===== src/hdl/mag_moment_accumulator_core_macros.svh =====
// ----------------------------------------------------------------------------
// mag moment accumulator assertion macros
// shared property forms for the accumulator core
// ----------------------------------------------------------------------------
`ifndef MAG_MOMENT_ACCUMULATOR_CORE_MACROS_SVH
`define MAG_MOMENT_ACCUMULATOR_CORE_MACROS_SVH

// same-cycle implication
`define MMA_ASSERT_IMP(lbl, ante, cons, msg) \
	lbl: assert property (@(posedge clk) disable iff (!arst_n) (ante) |-> (cons)) else $error(msg);

// next-cycle implication
`define MMA_ASSERT_NXT(lbl, ante, cons, msg) \
	lbl: assert property (@(posedge clk) disable iff (!arst_n) (ante) |=> (cons)) else $error(msg);

`endif


===== src/hdl/mma_ram.sv =====
// ----------------------------------------------------------------------------
// mma_ram
// generic single-write, single-read memory with registered read data
// ----------------------------------------------------------------------------
module mma_ram #(
	parameter int WIDTH = 64,
	parameter int DEPTH = 46
) (
	input  logic                     clk,
	input  logic                     we,
	input  logic [$clog2(DEPTH)-1:0] waddr,
	input  logic [WIDTH-1:0]         wdata,
	input  logic                     re,
	input  logic [$clog2(DEPTH)-1:0] raddr,
	output logic [WIDTH-1:0]         rdata
);

	logic [WIDTH-1:0] mem_q [DEPTH];

	always_ff @(posedge clk) begin
		if (we)
			mem_q[waddr] <= wdata;
		if (re)
			rdata <= mem_q[raddr];
	end

endmodule


===== config.mk =====
export PLATFORM = sky130hd
export DESIGN_NAME = mma_ram
export DESIGN_NICKNAME = d
export VERILOG_FILES = /design/src/hdl/mag_moment_accumulator_core_macros.svh /design/src/hdl/mma_ram.sv
export SDC_FILE = /design/constraint.sdc
export NUM_CORES = 2
export LEC_CHECK = 0
export ABC_CLOCK_PERIOD_IN_PS = 7500
export CORE_MARGIN = 5
export CORE_UTILIZATION = 26
export CTS_CLUSTER_DIAMETER = 120
export CTS_CLUSTER_SIZE = 12
export DETAILED_ROUTE_END_ITERATION = 7
export DONT_BUFFER_PORTS = 1
export PLACE_DENSITY_LB_ADDON = 0.2
export RECOVER_POWER = 100
export SLEW_MARGIN = 20
export SYNTH_ARGS = -nofsm -noshare
export SYNTH_HDL_FRONTEND = slang
export SYNTH_SLANG_ARGS = --single-unit

===== constraint.sdc =====
create_clock -name clk -period 7.5 [get_ports clk]
set_input_delay 1.125 -clock clk [delete_from_list [all_inputs] [get_ports clk]]
set_output_delay 1.125 -clock clk [all_outputs]
set_load 0.02 [all_outputs]

==> results.md <==
* H-tree Lvls at 5
* Post-DRT Antenna Nets at 0
* CP endpoint kind: flip-flop
* CP required at 8.21 ns
* Die footprint at 451000 um^2
* Top FF cell, synth: edfxtp_1
* TritonCTS Buffers at 293
* Yosys top cell area share at 79.4%
* Reg power frac at 56.7%
* # hold bufs at CTS at 0
* Layout area overhead at 13.0%
* Sequential fraction of the synthesis area at 79.4%
* Starting Density at 26.1%
* M3 GR Usage at 2.74%
* CTS root buf: clkbuf_16
* Worst hold path class: input pin to flip-flop
* Fin nets at 4999
* Pint at 26.4 mW
* Number of synthesized flops with an enable pin at 3008
* DP Wirelength at 168000 um
* Synth warnings at 0
* Slew Viols, Final at 3328
* Lkg Pwr at 38.1 nW
* Post-CTS setup buffer count at 0
* Synth top area cells: edfxtp_1 (79%), mux4_2 (15%), mux2i_1 (0.95%)
* Power, Total at 33.1 mW
* DRC at 0
* Peak VDD IR at 0.000160 V
* Initial antenna violation count at 16
* Max Buffers Root-to-Sink at 4
* I/O Buffers at 0
* Number of global-route vias before repair at 54494
* Die Y at 671 um
* Failing checks: max-capacitance violations, max-slew violations
* Worst-Skew Late Latency at 0.85 ns
* CTS clock-pin slew for the worst setup and hold paths at 0.06 ns
* Initial DRC count at 5843
* WP data arrival at 7.20 ns
* Synth area leader: edfxtp_1
* Gate power share at 3.5%
* Global-route wire length before repair at 451000 um
* Final Cycle Share at 86.5%
* Routed vias/inst at 4.80
* Post-synth net total at 4846
* Commonest non-fill, non-tap cell in the layout: edfxtp_1
* Grt total ovfl at 0
* Yosys cell types at 42
* Final min period at 6.49 ns
* Status: finished with violations
* Flops & latches, synth at 3008
* Post-Route WL at 327000 um
* Ys async rst share at 0%
* Crit Path Class: input pin to flip-flop
* Clock power frac at 39.8%
* Vias after detailed routing at 51275
* Drt first pass iters at 6
* Setup TNS Final at 0 ns
* GRT Util Overall at 14.2%
* GR peak layer: met2
* RSZ-0062 raised after global routing: false
* Row Count at 242
* Switching power share of the total at 20.3%
* Post-Syn Instances at 4767
* Slew @ Worst Pin at 4.88 ns
* Cts repair resizes at 0
* Max Cap Viol at 107
* Setup-failing EPs final at 0
* Max_slew headroom at -225%
* Die width at 671 um
* Gpl congestion at 0.693
* CTS tree: built
* Worst Skew at 0.0290 ns
* Post-DR wirelength/cell at 30.6 um
* Met1 Use GR at 19.4%
* Most frequent cells in the layout: edfxtp_1 (3008), mux4_2 (742), clkbuf_16 (303), mux2i_1 (108), a22oi_1 (108)
* Total core area at 435000 um^2
* Post-Synthesis Cell Area at 114000 um^2
* Layout cells sized above 1 at 24.3%
* # IOs at 143
* Hold Violations, Final at 0
* GR met2 Demand/Resource at 23.2%
* Mapped Avg Cell Area at 23.9 um^2
* Net switching power at 6.74 mW
* Pwr per Cell Area at 258 nW/um^2
* Startpoint Class: input pin
* CTS sink count at 3008
* Largest net degree at the start of global routing at 374
* Post-layout util at 29.5%
* Max Freq at 154 MHz
* Max FO, Critical Path at 102
## state kept, by name, indices dropped and copies added, names as in the netlist
register / cells
mem_q: 2944
rdata: 64
## stage by stage
| stage | std cells | setup slack, ns | hold slack [ns] | area (um^2) |
|---|---|---|---|---|
| CTS | 10676 | 1.45 | 0.283 | 129000 |
| detailed placement | 10358 | 0.508 | 0.770 | 122000 |
| finish | 10680 | 1.01 | 0.364 | 128000 |
| global route | 10678 | 0.644 | 0.295 | 128000 |
| global placement | 10346 | 0.938 | 0.766 | 121000 |
| floorplan | 4767 | 0.907 | 0.740 | 114000 |
## power groups by stage
stage / clock network, mW / registers (mW) / logic, mW
after floorplan: 0 / 19.1 / 0.881
after global placement: 0 / 19.1 / 1.11
after detailed placement: 0 / 19.1 / 1.19
after CTS: 13.6 / 18.8 / 1.19
after global routing: 14.2 / 18.8 / 1.25
final: 13.2 / 18.8 / 1.16
## worst paths after layout
path,from,to,slack [ns],cells past startpoint
setup / recovery,raddr[1],rdata[29]$_DFFE_PP_,1.01,8
hold reg to reg,mem_q[22][2]$_DFFE_PP_,rdata[2]$_DFFE_PP_,0.77,3
setup reg to reg,mem_q[28][31]$_DFFE_PP_,rdata[31]$_DFFE_PP_,5.32,4
hold / removal,wdata[23],mem_q[33][23]$_DFFE_PP_,0.36,0
## routing by layer
metal	routed length, um	part of all wire [%]
met1	143000	44
met2	157000	48
met3	19400	5.9
met4	7690	2.4
met5	0	0
## layout make-up
| cell class | instances | area, um^2 |
|---|---|---|
| Inverter | 8 | 30.0 |
| Fill cell | 41781 | 307000 |
| Tap cell | 5734 | 7170 |
| Timing Repair Buffer | 122 | 882 |
| Clock buffer | 303 | 7580 |
| Sequential cell | 3008 | 90300 |
| Multi-Input combinational cell | 1487 | 22300 |
| Clock inverter | 15 | 186 |
| Antenna cell | 3 | 7.51 |
## cell usage after synthesis (2+ instances only)
cell type,n
a211o_1,20
a211oi_1,14
a21boi_0,20
a21oi_1,75
a221o_1,12
a221oi_1,23
a22oi_1,108
a2bb2oi_1,8
and2_0,6
buf_1,28
buf_2,84
buf_4,29
buf_6,7
clkbuf_1,115
edfxtp_1,3008
inv_1,8
mux2_2,60
mux2i_1,108
mux4_2,742
nand2_1,27
nand2b_1,11
nand3_1,15
nand3b_1,7
nand4_1,3
nor2_1,101
nor2b_1,11
nor3_1,6
nor3b_1,2
o211ai_1,22
o21ai_0,9
o221a_2,5
o221ai_1,21
o22ai_1,38
or2_2,3
or3_1,3
or3b_2,2
## cell families (layout without fill, tap and decap cells)
group | count (synthesis) | in the layout | share of synthesized area (%)
simple gates | 200 | 200 | 0.813
flops | 3008 | 3008 | 79.4
compound gates | 377 | 377 | 2.39
mux | 910 | 910 | 16.2
other cells | 0 | 3 | 0
buf+inv | 272 | 448 | 1.13
## worst max-delay path: stages
cell	delay (ns)
buf_16	0.32
clkbuf_2	2.54
buf_16	0.45
nor2b_1	0.24
clkbuf_1	1.29
a22oi_1	0.27
a21boi_0	0.46
a211o_1	0.20
Power figures use the tool's default switching activity.
